`src/design/lcgshuf_pkg.sv`:
```
// ----------------------------------------------------------------------------
// lcgshuf_pkg
// Shared constants and controller/datapath types for the combined generator.
// ----------------------------------------------------------------------------
package lcgshuf_pkg;

  // generator a
  localparam logic [30:0] MOD_A = 31'd2147483563;
  localparam logic [15:0] MUL_A = 16'd40014;
  localparam logic [15:0] QUO_A = 16'd53668;
  localparam logic [15:0] REM_A = 16'd12211;
  localparam logic [31:0] RCP_A = 32'((64'd1 << 47) / 64'd53668);

  // generator b
  localparam logic [30:0] MOD_B = 31'd2147483399;
  localparam logic [15:0] MUL_B = 16'd40692;
  localparam logic [15:0] QUO_B = 16'd52774;
  localparam logic [15:0] REM_B = 16'd3791;
  localparam logic [31:0] RCP_B = 32'((64'd1 << 47) / 64'd52774);

  localparam int unsigned RCP_SHIFT = 47;

  localparam logic [30:0] MOD_A_LESS = 31'd2147483562;
  localparam logic [31:0] FRAC_MAX   = 32'd4294966780;

  // 2^32 = 2*MOD_A + FRAC_K and 2^31 = MOD_A + FRAC_C
  localparam logic [7:0]  FRAC_K = 8'd170;
  localparam logic [7:0]  FRAC_C = 8'd85;

  localparam logic [2:0]  LEHMER_LAT = 3'd4;
  localparam int unsigned WARM_EXTRA = 8;

  localparam logic REQ_RESEED = 1'b0;
  localparam logic REQ_DRAW   = 1'b1;

  typedef struct packed {
    logic load_seed;
    logic seed_one;
    logic use_slot;
    logic warm_commit;
    logic draw_commit;
    logic out_load;
  } lcgshuf_cmd_t;

  typedef struct packed {
    logic j_last;
    logic out_free;
  } lcgshuf_sts_t;

endpackage

```
`src/design/lcgshuf_ctrl.sv`:
```
// ----------------------------------------------------------------------------
// lcgshuf_ctrl
// Sequencer for boot fill, reseed warm-up and draws.
// ----------------------------------------------------------------------------
module lcgshuf_ctrl (
  input  logic                      clk_i,
  input  logic                      rst_ni,
  input  logic                      in_valid_i,
  input  logic                      in_kind_i,
  output logic                      in_ready_o,
  output lcgshuf_pkg::lcgshuf_cmd_t cmd_o,
  input  lcgshuf_pkg::lcgshuf_sts_t sts_i
);

  typedef enum logic [2:0] {
    S_BOOT,
    S_IDLE,
    S_WAIT,
    S_COMMIT,
    S_FRAC,
    S_OUT
  } state_e;

  state_e     state_q;
  logic       draw_q;
  logic [2:0] cnt_q;

  always_ff @(posedge clk_i or negedge rst_ni) begin
    if (!rst_ni) begin
      state_q <= S_BOOT;
      draw_q  <= 1'b0;
      cnt_q   <= '0;
    end else begin
      unique case (state_q)
        S_BOOT: begin
          draw_q  <= 1'b0;
          cnt_q   <= lcgshuf_pkg::LEHMER_LAT;
          state_q <= S_WAIT;
        end
        S_IDLE: begin
          if (in_valid_i) begin
            draw_q  <= (in_kind_i == lcgshuf_pkg::REQ_DRAW);
            cnt_q   <= lcgshuf_pkg::LEHMER_LAT;
            state_q <= S_WAIT;
          end
        end
        S_WAIT: begin
          cnt_q <= cnt_q - 3'd1;
          if (cnt_q == 3'd1) begin
            state_q <= S_COMMIT;
          end
        end
        S_COMMIT: begin
          if (draw_q) begin
            state_q <= S_FRAC;
          end else if (sts_i.j_last) begin
            state_q <= S_IDLE;
          end else begin
            cnt_q   <= lcgshuf_pkg::LEHMER_LAT;
            state_q <= S_WAIT;
          end
        end
        S_FRAC: begin
          state_q <= S_OUT;
        end
        S_OUT: begin
          if (sts_i.out_free) begin
            state_q <= S_IDLE;
          end
        end
        default: begin
          state_q <= S_BOOT;
        end
      endcase
    end
  end

  assign in_ready_o = (state_q == S_IDLE);

  always_comb begin
    cmd_o.load_seed   = (state_q == S_BOOT) ||
                        ((state_q == S_IDLE) && in_valid_i &&
                         (in_kind_i == lcgshuf_pkg::REQ_RESEED));
    cmd_o.seed_one    = (state_q == S_BOOT);
    cmd_o.use_slot    = draw_q;
    cmd_o.warm_commit = (state_q == S_COMMIT) && !draw_q;
    cmd_o.draw_commit = (state_q == S_COMMIT) && draw_q;
    cmd_o.out_load    = (state_q == S_OUT) && sts_i.out_free;
  end

  a_one_item: assert property (@(posedge clk_i) disable iff (!rst_ni)
    (in_valid_i && in_ready_o) |=> !in_ready_o)
    else $error("second item taken while one is in flight");

  a_wait_len: assert property (@(posedge clk_i) disable iff (!rst_ni)
    (state_q == S_COMMIT) |-> $past(state_q == S_WAIT, 1) && $past(state_q == S_WAIT, 4))
    else $error("commit without full pipeline wait");

  a_draw_out: assert property (@(posedge clk_i) disable iff (!rst_ni)
    cmd_o.draw_commit |=> ##1 (state_q == S_OUT))
    else $error("draw commit not followed by output stage");

endmodule

```
`config.mk`:
```
export PLATFORM = sky130hd
export DESIGN_NAME = lcgshuf_ctrl
export DESIGN_NICKNAME = d
export VERILOG_FILES = /design/src/design/lcgshuf_pkg.sv /design/src/design/lcgshuf_ctrl.sv
export SDC_FILE = /design/constraint.sdc
export NUM_CORES = 1
export LEC_CHECK = 0
export ABC_AREA = 0
export ABC_CLOCK_PERIOD_IN_PS = 1700
export BUFFER_PORTS_ARGS = -buffer_cell sky130_fd_sc_hd__buf_2
export CAP_MARGIN = 20
export CORE_AREA = 4 4 41 43
export CTS_BUF_LIST = sky130_fd_sc_hd__clkbuf_16
export CTS_CLUSTER_SIZE = 25
export DETAILED_ROUTE_END_ITERATION = 6
export DIE_AREA = 0 0 45 47
export PLACE_DENSITY = 0.67
export SYNTH_ARGS = -nofsm -noshare
export SYNTH_HDL_FRONTEND = slang
export SYNTH_SLANG_ARGS = --single-unit
```
`constraint.sdc`:
```
create_clock -name clk_i -period 1.7 [get_ports clk_i]
set_clock_uncertainty 0.15 [all_clocks]
set_input_delay 0.34 -clock clk_i [delete_from_list [all_inputs] [get_ports clk_i]]
set_output_delay 0.34 -clock clk_i [all_outputs]
set_load 0.03 [all_outputs]
```
==> flow_metrics.tcl, run 1 <==
set metrics [dict create \
    timing.final.crit_share_pct 99.0 \
    async_reset_ff_share_pct 100 \
    finalHoldViolCount 0 \
    gp_congestion 0.753 \
    antenna_cells 0 \
    crit_type "reg2out" \
    wl_um 1090 \
    die_h_um 47 \
    setup_viol 0 \
    pin_count 13 \
    dp.cells 75 \
    start_util_pct 34.4 \
    status "finished, final reports clean" \
    p_per_area_mw_per_mm2 1950 \
    grt_use_total_pct 12.8 \
    drtIter0Drc 4 \
    hp-start "in_kind_i" \
    hold_path_class "in2reg" \
    placed_area_um2 549 \
    crit_required_ps 1210 \
    drt-pass1-iter-count 4 \
    port_buffers 12 \
    path_max_fanout 4 \
    worstSetupStartpointType "register" \
    drc 0 \
    rsz0062_at_grt "yes" \
    mostFrequentLayoutCell "buf_2" \
    die_w_um 45 \
    r2r_cells 4 \
    wire_per_inst_um 13.3 \
    drive_above_1_share_pct 49.3 \
    grt_pass1_wl_um 1860 \
    synth_area_um2 448 \
    cts.sinks 7 \
    ir_worst_vdd_mv 0.779 \
    cts_tree "yes" \
    coreArea_mm2 0.00130 \
    rows 13 \
    holdWs_ps 240 \
    drtAntennaViolNets 0 \
    hold_depth 2 \
    cts_made_buffers 3 \
    synth_warnings 0 \
    fin_nets 76 \
    synth_seq_area_share_pct 39.1 \
    p_leak_nw 0.331 \
    overflow 0 \
    clockBufferDepth 2 \
    r2r_end "cnt_q[1]$_DFFE_PN0P_" \
    dieArea_mm2 0.00212 \
    timing.fmax_mhz 594 \
    post-place-ws_ps 195 \
    r2r-start "state_q[1]$_DFFE_PN0P_" \
    max_slew_margin_pct 84.6 \
    ys_ff_latch 7 \
    end_kind "output port" \
    reg2reg_slack_ps 200 \
    clkLatencyLatePin_ps 230 \
    min_to "draw_q$_DFFE_PN0P_" \
    drv_cap 0 \
    stdcell_count 82 \
    synthCells 49 \
    gr-max-usage-layer "met2" \
    final_cell_area_um2 681 \
    worst_slew_pin_slew_ps 230 \
    mostFrequentLayoutCells "8 x buf_2, 7 x buf_4, 6 x dfrtp_1" \
    synth_ff_type "dfrtp_1" \
    grt_use_met2_pct 19.2 \
    clk_pin_slew_ps 30 \
    place_hpwl_um 771 \
    synth-edff-count 0 \
    slew_viol_final 0 \
    htree_levels 1 \
    finalCriticalPeriod_ps 1680 \
    syn_nets 57 \
    synth_area_per_cell_um2 9.14 \
    synth_cell_types 23 \
    vias_per_cell 5.04 \
    grt_pass1_vias 428 \
    area_growth_syn_to_layout_pct 52.0 \
    vias 413 \
    setup_tns_ps 0 \
    fillCellCount 120 \
    fin_ws_ps 17.0 \
    antenna_found_initial 0 \
    crit_arrival_ps 1190 \
    grtUsageMet1_pct 14.5 \
    cts-root-buf "clkbuf_16" \
    met3_usage_pct 3.07 \
    grt_max_degree 11 \
]
-- critical path, stage by stage, from the launching register on --
cell,delay [ps]
dfrtp_2,420
buf_4,150
nor3b_2,180
clkbuf_4,220
-- stage by stage --
stage               util, %  total power [mW]
floorplan                 -             0.751
global route           52.3              1.43
detailed placement     42.2             0.874
global placement       42.2             0.874
CTS                    50.7              1.31
finish                 52.3              1.32
-- kinds of logic (layout without fill, tap and decap cells) --
kind of cell | count (synthesis) | in the layout | share of synthesized area [%]
fa+ha+maj | 2 | 2 | 5.59
compound gates | 14 | 14 | 24.3
simple gates | 16 | 16 | 20.4
buf+inv | 10 | 28 | 10.6
flops | 7 | 7 | 39.1
-- registers in the layout, indices dropped and copies added, names as in the netlist --
signal	flops
draw_q	1
cnt_q	3
state_q	3
-- synth_stat cells, drive strengths merged (2+ instances only) --
| cell type | n | area [µm²] |
|---|---|---|
| nand2 | 2 | 7.51 |
| nor3 | 4 | 20.0 |
| buf | 4 | 25.0 |
| ha | 2 | 25.0 |
| dfrtp | 7 | 175 |
| o21ai | 2 | 10.0 |
| a21oi | 5 | 25.0 |
| inv | 6 | 22.5 |
| nand2b | 2 | 12.5 |
| nor2 | 3 | 11.3 |
-- metal layers --
layer | vias to the layer above | wire (µm)
li1 | 205 | -
met1 | 191 | 470
met2 | 12 | 506
met3 | 5 | 70
met4 | 0 | 42
met5 | - | 0
-- cell type report --
| cell class | count | area, µm² | area share [%] |
|---|---|---|---|
| inverters | 6 | 22.5 | 3.31 |
| multi-input cells | 32 | 263 | 38.6 |
| flip-flops and latches | 7 | 176 | 25.9 |
| clock inverters | 1 | 3.75 | 0.551 |
| clock buffers | 3 | 75.1 | 11.0 |
| well taps | 15 | 18.8 | 2.76 |
| repair buffers | 18 | 121 | 17.8 |
-- worst max path at each step --
stage / start / to
after floorplan: state_q[1]$_DFFE_PN0P_ / cmd_o[2]
after global placement: state_q[1]$_DFFE_PN0P_ / cmd_o[2]
after detailed placement: state_q[1]$_DFFE_PN0P_ / cmd_o[2]
after CTS: state_q[2]$_DFFE_PN0P_ / cmd_o[2]
after global routing: state_q[2]$_DFFE_PN0P_ / cmd_o[2]
final: state_q[1]$_DFFE_PN0P_ / cmd_o[0]
-- power by group --
part	switching, mW	internal, mW
Sequential	0.0680	0.238
Clock	0.0805	0.305
Combinational	0.360	0.273
-- what timing repair did --
| item | 4_1_cts | 5_1_grt |
|---|---|---|
| pin swaps | 0 | 1 |
| setup buffers | 2 | 0 |
| gates resized for setup | 4 | 8 |
| hold buffers | 1 | 0 |
| hold endpoints to repair | 7 | 0 |
| setup endpoints to repair | 3 | 4 |
Note: power is estimated with default switching activity, not from simulation.
==> run 2, diff against run 1 <==
ABC_CLOCK_PERIOD_IN_PS = 2000   (was 1700)
clock period = 2 ns   (was 1.7 ns; I/O delays follow)
==> run 2 against run 1 <==
Sequential cell count did not move. Non-clock buffer count fell by 4. Combinational power fell by 34%. Critical path depth rose by 1. Sequential power fell by 8.5%. Critical path type unchanged.
==> flow_metrics.tcl, run 2 (synthesized netlist as in run 1, its figures left out) <==
set metrics [dict create \
    p_per_area_mw_per_mm2 1710 \
    grt_pass1_wl_um 1570 \
    rsz0062_at_grt "no" \
    crit_required_ps 1450 \
    worst_slew_pin_slew_ps 220 \
    grt_pass1_vias 363 \
    grt_use_total_pct 10.8 \
    timing.fmax_mhz 534 \
    crit_arrival_ps 1320 \
    mostFrequentLayoutCells "12 x buf_2, 7 x inv_1, 5 x a21oi_1, 5 x dfrtp_1, 4 x nor3_1" \
    htree_levels 1 \
    drtAntennaViolNets 0 \
    p_int_mw 0.640 \
    end_kind "output port" \
    gr-max-usage-layer "met2" \
    largestRegisters "cnt_q: 3 flops, state_q: 3 flops, draw_q: 1 flops" \
    drv_cap 0 \
    p_sw_share_pct 37.7 \
    grt_use_met2_pct 16.1 \
    antenna_found_initial 0 \
    final_cell_area_um2 601 \
    fin_nets 72 \
    mostFrequentLayoutCell "buf_2" \
    rows 13 \
    timing.final.crit_share_pct 93.6 \
    p_switching_mw 0.387 \
    cts-root-buf "clkbuf_16" \
    wl_um 935 \
    drc 0 \
    finalHoldViolCount 0 \
    power_frac_clock_pct 31.9 \
    clkLatencyLatePin_ps 230 \
    status "finished, final reports clean" \
    setup_viol 0 \
    antenna_cells 0 \
    drt-pass1-iter-count 4 \
    port_buffers 12 \
    cts_made_buffers 3 \
    vias_per_cell 4.91 \
    setup_tns_ps 0 \
    gp_congestion 0.785 \
    clockBufferDepth 2 \
    reg2reg_slack_ps 530 \
    pin_count 13 \
    drtIter0Drc 7 \
    hold_path_class "in2reg" \
    holdWs_ps 304 \
    die_h_um 47 \
    placed_area_um2 509 \
    crit_type "reg2out" \
    grt_max_degree 12 \
    worstSetupStartpointType "register" \
    coreArea_mm2 0.00130 \
    die_w_um 45 \
    wire_per_inst_um 12.0 \
    slew_viol_final 0 \
    power_frac_comb_pct 40.8 \
    cts.sinks 7 \
    met3_usage_pct 2.68 \
    overflow 0 \
    drive_above_1_share_pct 33.3 \
    power_mw 1.03 \
    area_growth_syn_to_layout_pct 34.1 \
    place_hpwl_um 700 \
    vias 383 \
    start_util_pct 34.4 \
    finalCriticalPeriod_ps 1870 \
    cts_setup_buffers 0 \
    clk_pin_slew_ps 30 \
    ir_worst_vdd_mv 0.921 \
    max_slew_margin_pct 85.2 \
    grtUsageMet1_pct 13.1 \
    p_leak_nw 0.309 \
    cts_tree "yes" \
    path_max_fanout 11 \
    dieArea_mm2 0.00212 \
    power_frac_seq_pct 27.3 \
]
==> run 2: cell count changes in the layout (fill, tap and decap cells not counted), moves of 2 or more <==
cell / previous run / this run
nor3_2: 3 / 0
buf_4: 7 / 1
inv_1: 5 / 7
nor3_1: 0 / 4
buf_2: 8 / 12
inv_2: 2 / 0
==> run 2: metrics by stage <==
step,instances,util [%],setup WS (ps)
detailed placement,73,39.1,288
global placement,73,39.1,260
global route,78,46.2,24.4
CTS,78,46.0,40.0
floorplan,49,-,95.4
finish,78,46.2,128
==> run 2: path summary, 6_finish.rpt <==
path,to,start,depth (start not counted)
setup reg to reg,cnt_q[1]$_DFFE_PN0P_,state_q[1]$_DFFE_PN0P_,3
hold reg to reg,cnt_q[0]$_DFFE_PN0P_,cnt_q[0]$_DFFE_PN0P_,1
hold / removal,draw_q$_DFFE_PN0P_,in_kind_i,2
min in group asynchronous,cnt_q[1]$_DFFE_PN0P_,rst_ni,2
max in group asynchronous,state_q[1]$_DFFE_PN0P_,rst_ni,2
setup / recovery,cmd_o[2],state_q[1]$_DFFE_PN0P_,4
==> run 2: worst max-delay path, stage by stage (launching register included) <==
cell and delay (ps):
dfrtp_2 440, and2b_1 220, inv_1 70, nor3_1 130
buf_2 220
==> run 2: area by class of cell <==
cell class                      instances  area (µm²)
Clock inverter                          1        3.75
Inverter                                6        22.5
Timing Repair Buffer                   14        77.6
Tap cell                               15        18.8
Fill cell                             139         701
Sequential cell                         7         178
Clock buffer                            3        75.1
Multi-Input combinational cell         32         225
==> run 2: power by group through the flow <==
| stage | registers, mW | logic (mW) | clock network (mW) |
|---|---|---|---|
| floorplan | 0.235 | 0.382 | 0 |
| global placement | 0.277 | 0.423 | 0 |
| detailed placement | 0.277 | 0.419 | 0 |
| CTS | 0.276 | 0.425 | 0.334 |
| global route | 0.293 | 0.471 | 0.348 |
| finish | 0.280 | 0.419 | 0.327 |
==> run 2: per-layer routing <==
| layer | wire length, µm | up-vias |
|---|---|---|
| li1 | - | 197 |
| met1 | 450 | 175 |
| met2 | 416 | 9 |
| met3 | 52 | 2 |
| met4 | 16 | 0 |
| met5 | 0 | - |
==> run 2: what timing repair did <==
item	in CTS	in global routing
gates resized for setup	0	2
hold buffers	1	0
setup endpoints to repair	0	2
hold endpoints to repair	7	0
==> run 3, diff against run 2 <==
CTS_BUF_LIST = unset   (was sky130_fd_sc_hd__clkbuf_16)
==> run 3 against run 2 <==
Final cell count stayed put. Die area stayed put. Via count is 0.26% higher. Combinational power is 2% higher. Clock-buffer cell count is 1 higher. Critical path depth stayed put. Routed wire length is 3.5% lower. Worst hold slack worse by 14 ps. Final area is 8.3% lower. Total power is 20% lower. Sequential power hardly changed. Critical endpoint unchanged. Largest cell class unchanged.
==> flow_metrics.tcl, run 3 (synthesized netlist as in run 1, its figures left out) <==
set metrics [dict create \
    place_hpwl_um 700 \
    grt_pass1_wl_um 1440 \
    drive_above_1_share_pct 33.3 \
    setup_viol 0 \
    worst_slew_pin_slew_ps 227 \
    worstSetupStartpointType "register" \
    overflow 0 \
    crit_type "reg2out" \
    mostFrequentLayoutCell "buf_2" \
    grt_use_total_pct 9.73 \
    postLayoutCoreUtil_pct 42.3 \
    vias 384 \
    grt_max_degree 12 \
    p_per_area_mw_per_mm2 1500 \
    timing.final.crit_share_pct 95.0 \
    largestRegisters "cnt_q: 3 flops, state_q: 3 flops, draw_q: 1 flops" \
    reg2reg_slack_ps 530 \
    slew_viol_final 0 \
    cts_made_buffers 3 \
    drtAntennaViolNets 0 \
    end_kind "output port" \
    coreArea_mm2 0.00130 \
    r2r_cells 3 \
    setup_tns_ps 0 \
    port_buffers 12 \
    antenna_found_initial 0 \
    ir_worst_vdd_mv 0.660 \
    dieArea_mm2 0.00212 \
    area_growth_syn_to_layout_pct 22.9 \
    grt_pass1_vias 341 \
    status "finished, final reports clean" \
    hold_path_class "in2reg" \
    wire_per_inst_um 11.6 \
    die_h_um 47 \
    drtIter0Drc 10 \
    finalHoldViolCount 0 \
    cts-root-buf "clkbuf_4" \
    p_leak_nw 0.282 \
    start_util_pct 34.4 \
    path_max_fanout 11 \
    htree_levels 1 \
    vias_per_cell 4.92 \
    max_slew_margin_pct 84.8 \
    rows 13 \
    holdWs_ps 290 \
    mostFrequentLayoutCells "11 x buf_2, 6 x inv_1, 5 x a21oi_1, 5 x dfrtp_1" \
    gp_congestion 0.785 \
    r2r-start "state_q[1]$_DFFE_PN0P_" \
    endpoint "cmd_o[2]" \
    cts_tree "yes" \
    crit_required_ps 1450 \
    fin_nets 72 \
    drc 0 \
    wl_um 902 \
    antenna_cells 0 \
    timing.fmax_mhz 526 \
    die_w_um 45 \
    cts_setup_buffers 0 \
    r2r_end "cnt_q[1]$_DFFE_PN0P_" \
    drv_cap 0 \
    finalCriticalPeriod_ps 1900 \
    pin_count 13 \
    rsz0062_at_grt "no" \
    clkLatencyLatePin_ps 240 \
    cts.sinks 7 \
    clockBufferDepth 2 \
    crit_arrival_ps 1350 \
    cp-startpoint "state_q[1]$_DFFE_PN0P_" \
    drt-pass1-iter-count 4 \
    clk_pin_slew_ps 50 \
    power_mw 0.824 \
]
## run 3: area by class of cell
cell class	count	area [µm²]
Fill cell	147	751
Timing Repair Buffer	14	80.1
Multi-Input combinational cell	32	225
Tap cell	15	18.8
Clock buffer	4	26.3
Inverter	6	22.5
Sequential cell	7	178
## run 3: how the worst min path moves through the flow
stage              start                      to  cells past startpoint  slack (ps)
3_5_place_dp      rst_ni  state_q[2]$_DFFE_PN0P_                      1          90
4_1_cts        in_kind_i      draw_q$_DFFE_PN0P_                      2         280
5_1_grt        in_kind_i      draw_q$_DFFE_PN0P_                      2         290
3_3_place_gp      rst_ni  state_q[2]$_DFFE_PN0P_                      1          90
6_report       in_kind_i      draw_q$_DFFE_PN0P_                      2         290
2_1_floorplan     rst_ni    cnt_q[0]$_DFFE_PN0P_                      0         -50
## run 3: critical path, cell delays in order, from the launching register on
cell and delay, ps:
dfrtp_2 450, and2b_1 230, inv_1 70, nor3_1 140, clkbuf_4 220
## run 3: through the flow
stage / cell area (µm²) / cells / setup slack [ps]
2_1_floorplan: 448 / 49 / 95.4
3_3_place_gp: 509 / 73 / 260
3_5_place_dp: 509 / 73 / 288
4_1_cts: 546 / 78 / 14.1
5_1_grt: 551 / 78 / 18.5
6_report: 551 / 78 / 100
## run 3: routing by layer
metal	global-route usage (%)	part of all wire, %	vias up	wire length (µm)
met5	0	0	-	0
met4	7.02	2.4	0	22
met3	1.53	5.4	2	49
met2	14.7	45	11	409
met1	12.6	47	175	420
li1	-	-	196	-
## run 3: power breakdown
group	leakage, nW	total (mW)	switching (mW)	internal [mW]
registers	0.0829	0.278	0.0737	0.204
clock network	0.0150	0.120	0.0446	0.0756
logic	0.184	0.426	0.244	0.182
## run 3: what timing repair did
item                                    in CTS  in global routing
hold buffers                                 1                  0
gates resized for setup                      0                  3
hold endpoints to repair                     7                  0
endpoints found under the setup margin       0                  3
